## src/rtl/dbra_pkg.sv

```systemverilog
`default_nettype none
package dbra_pkg;

   // default geometry of the buffer
   localparam int BLOCK_BYTES_DEF = 64;
   localparam int NUM_BLOCKS_DEF  = 64;
   localparam int TAG_BITS_DEF    = 16;

   // fixed field widths of the ports
   localparam int ADDR_W       = 32;
   localparam int REQ_BYTES_W  = 16;
   localparam int RUN_BLOCKS_W = 7;

   // command codes
   localparam logic CMD_ALLOC = 1'b0;
   localparam logic CMD_FREE  = 1'b1;

endpackage
`default_nettype wire

```

## src/rtl/dma_block_run_allocator_core.sv

```systemverilog
// Sequence, accepting edge to rsp_valid: an allocate runs the divider, a first-fit scan and
//   the tagging of the N blocks found (zero-size and oversize requests skip scan and tags); a
//   free runs the divider, reads the tag and clears R blocks, or, outside the buffer, answers.
// Throughput: one word at a time; the next word is taken the cycle after its result loads,
//   and loading waits while the previous result is still held in the output register.
// Reset: synchronous; a clearing pass then writes NUM_BLOCKS zero tags, one per cycle,
//   with req_ready low. buffer_base resets to 0 and the next tag to 1.
`default_nettype none
module dma_block_run_allocator_core #(
   parameter int BLOCK_BYTES = dbra_pkg::BLOCK_BYTES_DEF,
   parameter int NUM_BLOCKS  = dbra_pkg::NUM_BLOCKS_DEF,
   parameter int TAG_BITS    = dbra_pkg::TAG_BITS_DEF
) (
   input  wire logic                              clock,
   input  wire logic                              reset,
   input  wire logic                              csr_write_enable,
   input  wire logic [dbra_pkg::ADDR_W-1:0]       csr_write_data,
   input  wire logic                              req_valid,
   output logic                                   req_ready,
   input  wire logic                              req_command,
   input  wire logic [dbra_pkg::REQ_BYTES_W-1:0]  req_request_bytes,
   input  wire logic [dbra_pkg::ADDR_W-1:0]       req_free_address,
   output logic                                   rsp_valid,
   input  wire logic                              rsp_ready,
   output logic                                   rsp_ok,
   output logic      [dbra_pkg::ADDR_W-1:0]       rsp_run_address,
   output logic      [dbra_pkg::RUN_BLOCKS_W-1:0] rsp_run_blocks
);
   import dbra_pkg::*;

   localparam int IDX_W     = $clog2(NUM_BLOCKS);
   localparam int CNT_W     = $clog2(NUM_BLOCKS + 1);
   localparam int SPAN      = NUM_BLOCKS * BLOCK_BYTES;
   localparam int OFF_W     = $clog2(SPAN);
   localparam int REQ_SUM_W = $clog2(2 ** REQ_BYTES_W + BLOCK_BYTES - 1);
   localparam int DIV_W     = (OFF_W > REQ_SUM_W) ? OFF_W : REQ_SUM_W;

   localparam logic [CNT_W-1:0]  NUM_C      = CNT_W'(NUM_BLOCKS);
   localparam logic [CNT_W-1:0]  NUM_LAST_C = CNT_W'(NUM_BLOCKS - 1);
   localparam logic [DIV_W-1:0]  NUM_D      = DIV_W'(NUM_BLOCKS);
   localparam logic [DIV_W-1:0]  ROUND_D    = DIV_W'(BLOCK_BYTES - 1);
   localparam logic [ADDR_W-1:0] SPAN_A     = ADDR_W'(SPAN);
   localparam logic [ADDR_W-1:0] BB_A       = ADDR_W'(BLOCK_BYTES);

   typedef enum logic [3:0] {
      ST_INIT,   // clearing pass over the owner memory
      ST_IDLE,   // wait for a request word
      ST_DIV,    // bytes to blocks, or address to block index
      ST_SCAN,   // first-fit search, one block per cycle
      ST_MARK,   // tag the run found
      ST_FRD,    // read the tag of the addressed block
      ST_FTAG,   // latch the tag
      ST_CLEAR,  // clear blocks that carry the tag
      ST_RESP    // hand the result to the output register
   } state_type;

   state_type              state_ff, state_in;
   logic [CNT_W-1:0]       ptr_ff, ptr_in;
   logic                   chk_vld_ff, chk_vld_in;
   logic [IDX_W-1:0]       chk_idx_ff, chk_idx_in;
   logic [CNT_W-1:0]       run_ff, run_in;
   logic [IDX_W-1:0]       start_ff, start_in;
   logic [CNT_W-1:0]       need_ff, need_in;
   logic [CNT_W-1:0]       left_ff, left_in;
   logic                   cmd_ff, cmd_in;
   logic [TAG_BITS-1:0]    tag_ff, tag_in;
   logic [TAG_BITS-1:0]    next_tag_ff, next_tag_in;
   logic [ADDR_W-1:0]      base_ff;
   logic                   res_ok_ff, res_ok_in;
   logic [CNT_W-1:0]       res_blk_ff, res_blk_in;
   logic                   rsp_valid_ff, rsp_valid_in;
   logic                   rsp_ok_ff, rsp_ok_in;
   logic [ADDR_W-1:0]      rsp_addr_ff, rsp_addr_in;
   logic [RUN_BLOCKS_W-1:0] rsp_blk_ff, rsp_blk_in;

   logic                   mem_we;
   logic [IDX_W-1:0]       mem_waddr;
   logic [TAG_BITS-1:0]    mem_wdata;
   logic [IDX_W-1:0]       mem_raddr;
   logic [TAG_BITS-1:0]    mem_rdata;

   logic                   div_start;
   logic [DIV_W-1:0]       div_dividend;
   logic                   div_done;
   logic [DIV_W-1:0]       div_quotient;

   logic                   req_take;
   logic [ADDR_W-1:0]      free_offset;
   logic [TAG_BITS-1:0]    tag_inc;
   logic [CNT_W-1:0]       run_next;
   logic [IDX_W-1:0]       start_next;
   logic [CNT_W-1:0]       ptr_inc;

   dbra_div #(
      .DIVISOR (BLOCK_BYTES),
      .DVD_W   (DIV_W)
   ) u_div (
      .clock    (clock),
      .reset    (reset),
      .start    (div_start),
      .dividend (div_dividend),
      .done     (div_done),
      .quotient (div_quotient)
   );

   dbra_mem #(
      .DEPTH (NUM_BLOCKS),
      .WIDTH (TAG_BITS)
   ) u_mem (
      .clock   (clock),
      .wr_en   (mem_we),
      .wr_addr (mem_waddr),
      .wr_data (mem_wdata),
      .rd_addr (mem_raddr),
      .rd_data (mem_rdata)
   );

   assign req_ready   = (state_ff == ST_IDLE);
   assign req_take    = req_valid && req_ready;
   assign free_offset = req_free_address - base_ff;
   assign tag_inc     = TAG_BITS'(next_tag_ff + 1'b1);
   assign ptr_inc     = CNT_W'(ptr_ff + 1'b1);

   // scan step: a run opens at the block checked while the count is empty
   assign start_next = (run_ff == '0) ? chk_idx_ff : start_ff;
   assign run_next   = (mem_rdata != '0) ? '0 : CNT_W'(run_ff + 1'b1);

   // the round-up add or the buffer offset feeds the shared divider
   assign div_start    = req_take && !(req_command == CMD_FREE && free_offset >= SPAN_A);
   assign div_dividend = (req_command == CMD_FREE) ? DIV_W'(free_offset[OFF_W-1:0])
                                                   : DIV_W'(req_request_bytes) + ROUND_D;

   always_comb begin
      state_in     = state_ff;
      ptr_in       = ptr_ff;
      chk_vld_in   = chk_vld_ff;
      chk_idx_in   = chk_idx_ff;
      run_in       = run_ff;
      start_in     = start_ff;
      need_in      = need_ff;
      left_in      = left_ff;
      cmd_in       = cmd_ff;
      tag_in       = tag_ff;
      next_tag_in  = next_tag_ff;
      res_ok_in    = res_ok_ff;
      res_blk_in   = res_blk_ff;
      rsp_valid_in = rsp_valid_ff;
      rsp_ok_in    = rsp_ok_ff;
      rsp_addr_in  = rsp_addr_ff;
      rsp_blk_in   = rsp_blk_ff;
      mem_we       = 1'b0;
      mem_waddr    = ptr_ff[IDX_W-1:0];
      mem_wdata    = '0;
      mem_raddr    = '0;

      // drop the result word once the consumer takes it
      if (rsp_valid_ff && rsp_ready) begin
         rsp_valid_in = 1'b0;
      end

      unique case (state_ff)
         ST_INIT: begin
            mem_we = 1'b1;
            ptr_in = ptr_inc;
            if (ptr_ff == NUM_LAST_C) begin
               state_in = ST_IDLE;
            end
         end

         ST_IDLE: begin
            if (req_take) begin
               cmd_in     = req_command;
               res_blk_in = '0;
               start_in   = '0;
               if (div_start) begin
                  state_in = ST_DIV;
               end else begin
                  // free address outside the buffer
                  res_ok_in = 1'b0;
                  state_in  = ST_RESP;
               end
            end
         end

         ST_DIV: begin
            if (div_done) begin
               if (cmd_ff == CMD_FREE) begin
                  ptr_in   = CNT_W'(div_quotient[IDX_W-1:0]);
                  state_in = ST_FRD;
               end else if (div_quotient == '0) begin
                  // zero-byte request: succeed at block 0, tag nothing
                  res_ok_in   = 1'b1;
                  next_tag_in = (tag_inc == '0) ? TAG_BITS'(1) : tag_inc;
                  state_in    = ST_RESP;
               end else if (div_quotient > NUM_D) begin
                  res_ok_in = 1'b0;
                  state_in  = ST_RESP;
               end else begin
                  need_in    = div_quotient[CNT_W-1:0];
                  ptr_in     = '0;
                  run_in     = '0;
                  chk_vld_in = 1'b0;
                  state_in   = ST_SCAN;
               end
            end
         end

         ST_SCAN: begin
            // issue the next read while the previous word comes back
            if (ptr_ff < NUM_C) begin
               mem_raddr  = ptr_ff[IDX_W-1:0];
               ptr_in     = ptr_inc;
               chk_vld_in = 1'b1;
               chk_idx_in = ptr_ff[IDX_W-1:0];
            end else begin
               chk_vld_in = 1'b0;
            end
            if (chk_vld_ff) begin
               start_in = start_next;
               run_in   = run_next;
               if (run_next >= need_ff) begin
                  ptr_in     = CNT_W'(start_next);
                  left_in    = need_ff;
                  chk_vld_in = 1'b0;
                  state_in   = ST_MARK;
               end
            end else if (ptr_ff == NUM_C) begin
               res_ok_in = 1'b0;
               state_in  = ST_RESP;
            end
         end

         ST_MARK: begin
            mem_we    = 1'b1;
            mem_wdata = next_tag_ff;
            ptr_in    = ptr_inc;
            left_in   = CNT_W'(left_ff - 1'b1);
            if (left_ff == CNT_W'(1)) begin
               res_ok_in   = 1'b1;
               res_blk_in  = need_ff;
               next_tag_in = (tag_inc == '0) ? TAG_BITS'(1) : tag_inc;
               state_in    = ST_RESP;
            end
         end

         ST_FRD: begin
            mem_raddr = ptr_ff[IDX_W-1:0];
            state_in  = ST_FTAG;
         end

         ST_FTAG: begin
            tag_in    = mem_rdata;
            res_ok_in = 1'b1;
            if (mem_rdata == '0) begin
               state_in = ST_RESP;
            end else begin
               mem_raddr = ptr_ff[IDX_W-1:0];
               state_in  = ST_CLEAR;
            end
         end

         ST_CLEAR: begin
            // clear this block and fetch the next one in the same cycle
            if (mem_rdata == tag_ff) begin
               mem_we     = 1'b1;
               res_blk_in = CNT_W'(res_blk_ff + 1'b1);
               if (ptr_inc < NUM_C) begin
                  mem_raddr = ptr_inc[IDX_W-1:0];
                  ptr_in    = ptr_inc;
               end else begin
                  state_in = ST_RESP;
               end
            end else begin
               state_in = ST_RESP;
            end
         end

         ST_RESP: begin
            if (!rsp_valid_ff || rsp_ready) begin
               rsp_valid_in = 1'b1;
               rsp_ok_in    = res_ok_ff;
               rsp_blk_in   = RUN_BLOCKS_W'(res_blk_ff);
               rsp_addr_in  = (res_ok_ff && cmd_ff == CMD_ALLOC)
                              ? base_ff + ADDR_W'(start_ff) * BB_A : '0;
               state_in     = ST_IDLE;
            end
         end

         default: begin
            state_in = ST_IDLE;
         end
      endcase
   end

   always_ff @(posedge clock) begin
      chk_idx_ff  <= chk_idx_in;
      run_ff      <= run_in;
      start_ff    <= start_in;
      need_ff     <= need_in;
      left_ff     <= left_in;
      cmd_ff      <= cmd_in;
      tag_ff      <= tag_in;
      res_ok_ff   <= res_ok_in;
      res_blk_ff  <= res_blk_in;
      rsp_ok_ff   <= rsp_ok_in;
      rsp_addr_ff <= rsp_addr_in;
      rsp_blk_ff  <= rsp_blk_in;
      if (reset) begin
         state_ff     <= ST_INIT;
         ptr_ff       <= '0;
         chk_vld_ff   <= 1'b0;
         next_tag_ff  <= TAG_BITS'(1);
         base_ff      <= '0;
         rsp_valid_ff <= 1'b0;
      end else begin
         state_ff     <= state_in;
         ptr_ff       <= ptr_in;
         chk_vld_ff   <= chk_vld_in;
         next_tag_ff  <= next_tag_in;
         rsp_valid_ff <= rsp_valid_in;
         if (csr_write_enable) begin
            base_ff <= csr_write_data;
         end
      end
   end

   assign rsp_valid       = rsp_valid_ff;
   assign rsp_ok          = rsp_ok_ff;
   assign rsp_run_address = rsp_addr_ff;
   assign rsp_run_blocks  = rsp_blk_ff;

endmodule
`default_nettype wire

```

## src/rtl/dbra_div.sv

```systemverilog
`default_nettype none
module dbra_div #(
   parameter int DIVISOR = 64,
   parameter int DVD_W   = 17
) (
   input  wire logic             clock,
   input  wire logic             reset,
   input  wire logic             start,
   input  wire logic [DVD_W-1:0] dividend,
   output logic                  done,
   output logic      [DVD_W-1:0] quotient
);
   // floor(x / DIVISOR) equals (x * RECIP) >> SHIFT for every x below 2**DVD_W
   localparam int SHIFT   = DVD_W + $clog2(DIVISOR);
   localparam int RECIP_W = DVD_W + 2;
   localparam int PROD_W  = DVD_W + RECIP_W;
   localparam logic [63:0] RECIP_L =
      ((64'd1 << SHIFT) + 64'(DIVISOR - 1)) / 64'(DIVISOR);
   localparam logic [RECIP_W-1:0] RECIP = RECIP_W'(RECIP_L);

   logic [DVD_W-1:0] quo_ff, quo_in;
   logic             done_ff, done_in;

   // reciprocal multiply, quotient ready the cycle after start
   always_comb begin
      quo_in  = quo_ff;
      done_in = start;
      if (start) begin
         quo_in = DVD_W'((PROD_W'(dividend) * PROD_W'(RECIP)) >> SHIFT);
      end
   end

   always_ff @(posedge clock) begin
      quo_ff <= quo_in;
      if (reset) begin
         done_ff <= 1'b0;
      end else begin
         done_ff <= done_in;
      end
   end

   assign done     = done_ff;
   assign quotient = quo_ff;

endmodule
`default_nettype wire

```

## src/rtl/dbra_mem.sv

```systemverilog
`default_nettype none
module dbra_mem #(
   parameter int DEPTH = 64,
   parameter int WIDTH = 16
) (
   input  wire logic                     clock,
   input  wire logic                     wr_en,
   input  wire logic [$clog2(DEPTH)-1:0] wr_addr,
   input  wire logic [WIDTH-1:0]         wr_data,
   input  wire logic [$clog2(DEPTH)-1:0] rd_addr,
   output logic      [WIDTH-1:0]         rd_data
);
   logic [WIDTH-1:0] owner_mem [DEPTH];
   logic [WIDTH-1:0] rd_data_ff;

   always_ff @(posedge clock) begin
      if (wr_en) begin
         owner_mem[wr_addr] <= wr_data;
      end
      rd_data_ff <= owner_mem[rd_addr];
   end

   assign rd_data = rd_data_ff;

endmodule
`default_nettype wire

```

## config.mk

```make
export PLATFORM = sky130hd
export DESIGN_NAME = dma_block_run_allocator_core
export DESIGN_NICKNAME = d
export VERILOG_FILES = /design/src/rtl/dbra_pkg.sv /design/src/rtl/dma_block_run_allocator_core.sv /design/src/rtl/dbra_div.sv /design/src/rtl/dbra_mem.sv
export SDC_FILE = /design/constraint.sdc
export NUM_CORES = 2
export LEC_CHECK = 0
export ABC_CLOCK_PERIOD_IN_PS = 7600
export CAP_MARGIN = 20
export CORE_MARGIN = 3
export CORE_UTILIZATION = 40
export DETAILED_ROUTE_END_ITERATION = 8
export DONT_BUFFER_PORTS = 1
export PLACE_DENSITY = 0.53
export SLEW_MARGIN = 20
export SYNTH_ARGS = -nofsm -noshare
export SYNTH_HDL_FRONTEND = slang
export SYNTH_SLANG_ARGS = --single-unit
```

## constraint.sdc

```tcl
create_clock -name clock -period 7.6 [get_ports clock]
set_clock_uncertainty 0.15 [all_clocks]
set_input_delay 0.76 -clock clock [delete_from_list [all_inputs] [get_ports clock]]
set_output_delay 0.76 -clock clock [all_outputs]
set_load 0.01 [all_outputs]
```

==> results by group <==
Pwr
  • Flop pwr share: 47.9%
  • Cell internal pwr: 11.9 mW
  • Clk network pwr share: 37.5%
  • Peak supply drop: 0.000219 V
  • Comb pwr share: 14.6%
  • Leakage Power: 20.0 nW
  • Power per cell area: 278 nW/µm²
  • Net switching power: 4.48 mW
  • Switching part of the total power: 27.4%

Setup path
  • Reg-to-reg slack, setup: 1.15 ns
  • FF-to-FF Start: ptr_ff[4]$_SDFFE_PP0P_
  • WS Path Type: reg2reg
  • Endpoint class of the critical path: register
  • Reg-to-Reg End: u_mem.rd_data[5]$_DFF_P_
  • Worst EP required: 8.16 ns
  • Worst-path fanout max: 19
  • CP Data Arrival Time: 7.00 ns
  • Element type at the critical path start: register
  • Worst r2r path cells: 11

Synthesis
  • Primary FF master, synth: edfxtp_1
  • Sequential share of the synthesized area: 69.0%
  • Synth Register Bits: 1,211
  • Mapped Avg Cell Area: 12.0 µm²
  • Synth Instances: 4,288
  • Synthesized Nets: 4,430
  • Synthesized cell area: 51,500 µm²
  • Post-synth ARST share: 0%
  • Distinct cells, synth: 75
  • EDFF count, synth: 1,133
  • Yosys warning count: 0

Place
  • Port-buffer cells: 0
  • Area post-placement: 54,100 µm²
  • GPL Wtd Cong: 0.937
  • DP Wirelength: 94,900 µm

Global routing
  • GRT Util Overall: 23.5%
  • Largest net degree at the start of global routing: 108
  • Vias in the first global route: 33.3k
  • Antenna violations before repair: 5
  • GRT overflow: 0
  • Global-route wire length before repair: 230,000 µm

Timing
  • Max_slew headroom: 28.9%
  • Worst Tran Pin Value: 1.06 ns
  • Final Hold Vio Count: 0
  • Setup violators final: 0
  • Tcrit/Tclk final: 84.8%
  • Max Slew Vio Count: 0
  • Minimum clock period: 6.45 ns
  • RSZ-0062 raised after global routing: no
  • Max Freq: 0.155 GHz
  • Setup Total Neg Slack: 0 ns

Job
  • Count of max-cap constraint violations: 0

Finish
  • Number of nets in the layout: 4,531
  • Highest-count cells in the layout ignoring fill and taps: edfxtp_1 (1,133), nand2_1 (978), nand3_1 (370)
  • Layout cell share with drive strength beyond 1: 8.62%
  • Area delta synth->final: 14.2%
  • Commonest non-fill, non-tap cell in the layout: edfxtp_1
  • # fillers: 11.5k
  • Final non-filler cell area: 58,900 µm²

Run status
  • Run status: complete, no violations

Clock network
  • Clock root cell: clkbuf_16
  • CTS HTree Levels: 4
  • Clock-pin slew on the worst setup and hold paths: 0.06 ns
  • Cts-stage hold buffer count: 66
  • Worst-Skew Late Latency: 0.76 ns
  • CTS Sinks: 1,211
  • TritonCTS clock tree: done
  • # resized after CTS: 0
  • Num CTS Buffers: 135
  • Postcts setup bufs: 0
  • Max clock buf depth: 3

Min path
  • Hold Path Class: in2reg
  • WHS Endpoint: u_div.quotient[3]$_DFFE_PP_
  • WHS Path Cells: 2
  • Worst hold start: req_command

Floorplan
  • # rows: 131
  • Die area: 133,000 µm²
  • Die height: 365 µm
  • Width of the die: 365 µm
  • Initial Util: 40.4%
  • Core Region: 128,000 µm²
  • IO Count: 128

Drt
  • Via count: 35.1k
  • Post-route ant nets: 0
  • DR iter-0 viols: 3,669
  • TritonRoute pass-1 iters: 6
  • Wire length on met2: 74,600 µm
  • Highest routed layer: met5
  • Total wire length: 158,000 µm
  • Met1 WL: 65,300 µm
  • DRC: 0
  • Met3 WL: 12,900 µm
  • Routed vias/inst: 5.70
  • Wirelength per Cell: 25.6 µm
## cells in the mapped netlist (all sizes together) (22+ instances only)
cell / instances / area [µm²]
edfxtp: 1133 / 34000
nand2: 979 / 3670
nand3: 370 / 1850
nor2: 269 / 1010
a21oi: 217 / 1090
clkbuf: 137 / 514
buf: 115 / 558
a31oi: 82 / 513
dfxtp: 78 / 1560
mux2i: 76 / 761
inv: 75 / 282
a211oi: 64 / 480
xnor2: 64 / 561
and3: 61 / 382
o22ai: 60 / 375
nor4: 55 / 372
ha: 54 / 676
o21ai: 46 / 230
nor3: 42 / 210
a32oi: 34 / 298
xor2: 29 / 254
and2: 24 / 150
nor2b: 24 / 150
nand4: 22 / 144
## routing by layer
| layer | vias to the layer above | track usage [%] |
|---|---|---|
| met5 | - | 0 |
| met4 | 4 | 7.86 |
| met3 | 217 | 4.67 |
| met2 | 1448 | 38.1 |
| met1 | 17504 | 31.6 |
| li1 | 15913 | - |
## per-stage QoR
stage          cells  hold WS [ns]  worst slack, ns  power, mW  utilization [%]
2_1_floorplan   4288         0.256             3.32       9.43                -
3_3_place_gp    5845         0.314            0.683       10.3             42.3
3_5_place_dp    5848         0.315             1.35       10.3             42.3
4_1_cts         6151       0.00954             1.33       16.5             46.1
5_1_grt         6152        0.0509            0.869       17.0             46.1
6_report        6154        0.0726             1.15       16.4             46.1
## worst max-delay path, stage by stage, from the launching register on
cell and delay [ns]:
dfxtp_1 0.63, nand3_1 0.54, or3_1 0.52, ha_1 0.33
nor2_1 0.82, nand2_1 0.58, o21ai_4 0.75, or3_1 0.79
a21oi_1 0.09, nor4_1 0.79, buf_4 0.23, and4_1 0.17
## final cells by class
| type | count | area, µm² | share of cell area [%] |
|---|---|---|---|
| Clock buffer | 181 | 3650 | 6.21 |
| Sequential cell | 1211 | 35600 | 60.5 |
| Multi-Input combinational cell | 2749 | 14900 | 25.3 |
| Tap cell | 1662 | 2080 | 3.53 |
| Clock inverter | 56 | 442 | 0.750 |
| Antenna cell | 3 | 7.51 | 0.0128 |
| Inverter | 76 | 285 | 0.485 |
| Timing Repair Buffer | 216 | 1930 | 3.28 |
## registers in the layout (all words and copies together) (netlist names), 4 cells and up
signal,cells
base_ff,32
chk_idx_ff,6
left_ff,7
need_ff,7
next_tag_ff,16
ptr_ff,7
res_blk_ff,7
rsp_run_address,32
rsp_run_blocks,7
run_ff,7
start_ff,6
state_ff,4
tag_ff,16
u_div.quotient,11
u_mem.owner_mem,1024
u_mem.rd_data,16
## power groups by stage
stage	sequential, mW	combinational [mW]	clock, mW
2_1_floorplan	7.86	1.57	0
3_3_place_gp	7.97	2.34	0
3_5_place_dp	7.97	2.33	0
4_1_cts	7.84	2.38	6.26
5_1_grt	7.87	2.62	6.53
6_report	7.84	2.39	6.14
## kinds of logic after synthesis
logic type | after synthesis | share of synthesized area [%]
mux | 78 | 1.52
xor+xnor | 93 | 1.58
flops | 1211 | 69.0
fa+ha+maj | 56 | 1.39
buf+inv | 328 | 2.63
compound gates | 604 | 7.39
simple gates | 1918 | 16.4
## worst max-delay path by stage
stage,slack [ns],from,endpoint
6_report,1.15,ptr_ff[4]$_SDFFE_PP0P_,u_mem.rd_data[5]$_DFF_P_
5_1_grt,0.87,ptr_ff[4]$_SDFFE_PP0P_,u_mem.rd_data[5]$_DFF_P_
4_1_cts,1.33,ptr_ff[4]$_SDFFE_PP0P_,u_mem.rd_data[5]$_DFF_P_
3_5_place_dp,1.35,ptr_ff[4]$_SDFFE_PP0P_,u_mem.rd_data[5]$_DFF_P_
3_3_place_gp,0.68,ptr_ff[4]$_SDFFE_PP0P_,u_mem.rd_data[11]$_DFF_P_
2_1_floorplan,3.32,req_free_address[0],u_div.quotient[0]$_DFFE_PP_
No activity file was read; power rests on OpenSTA's default activity.
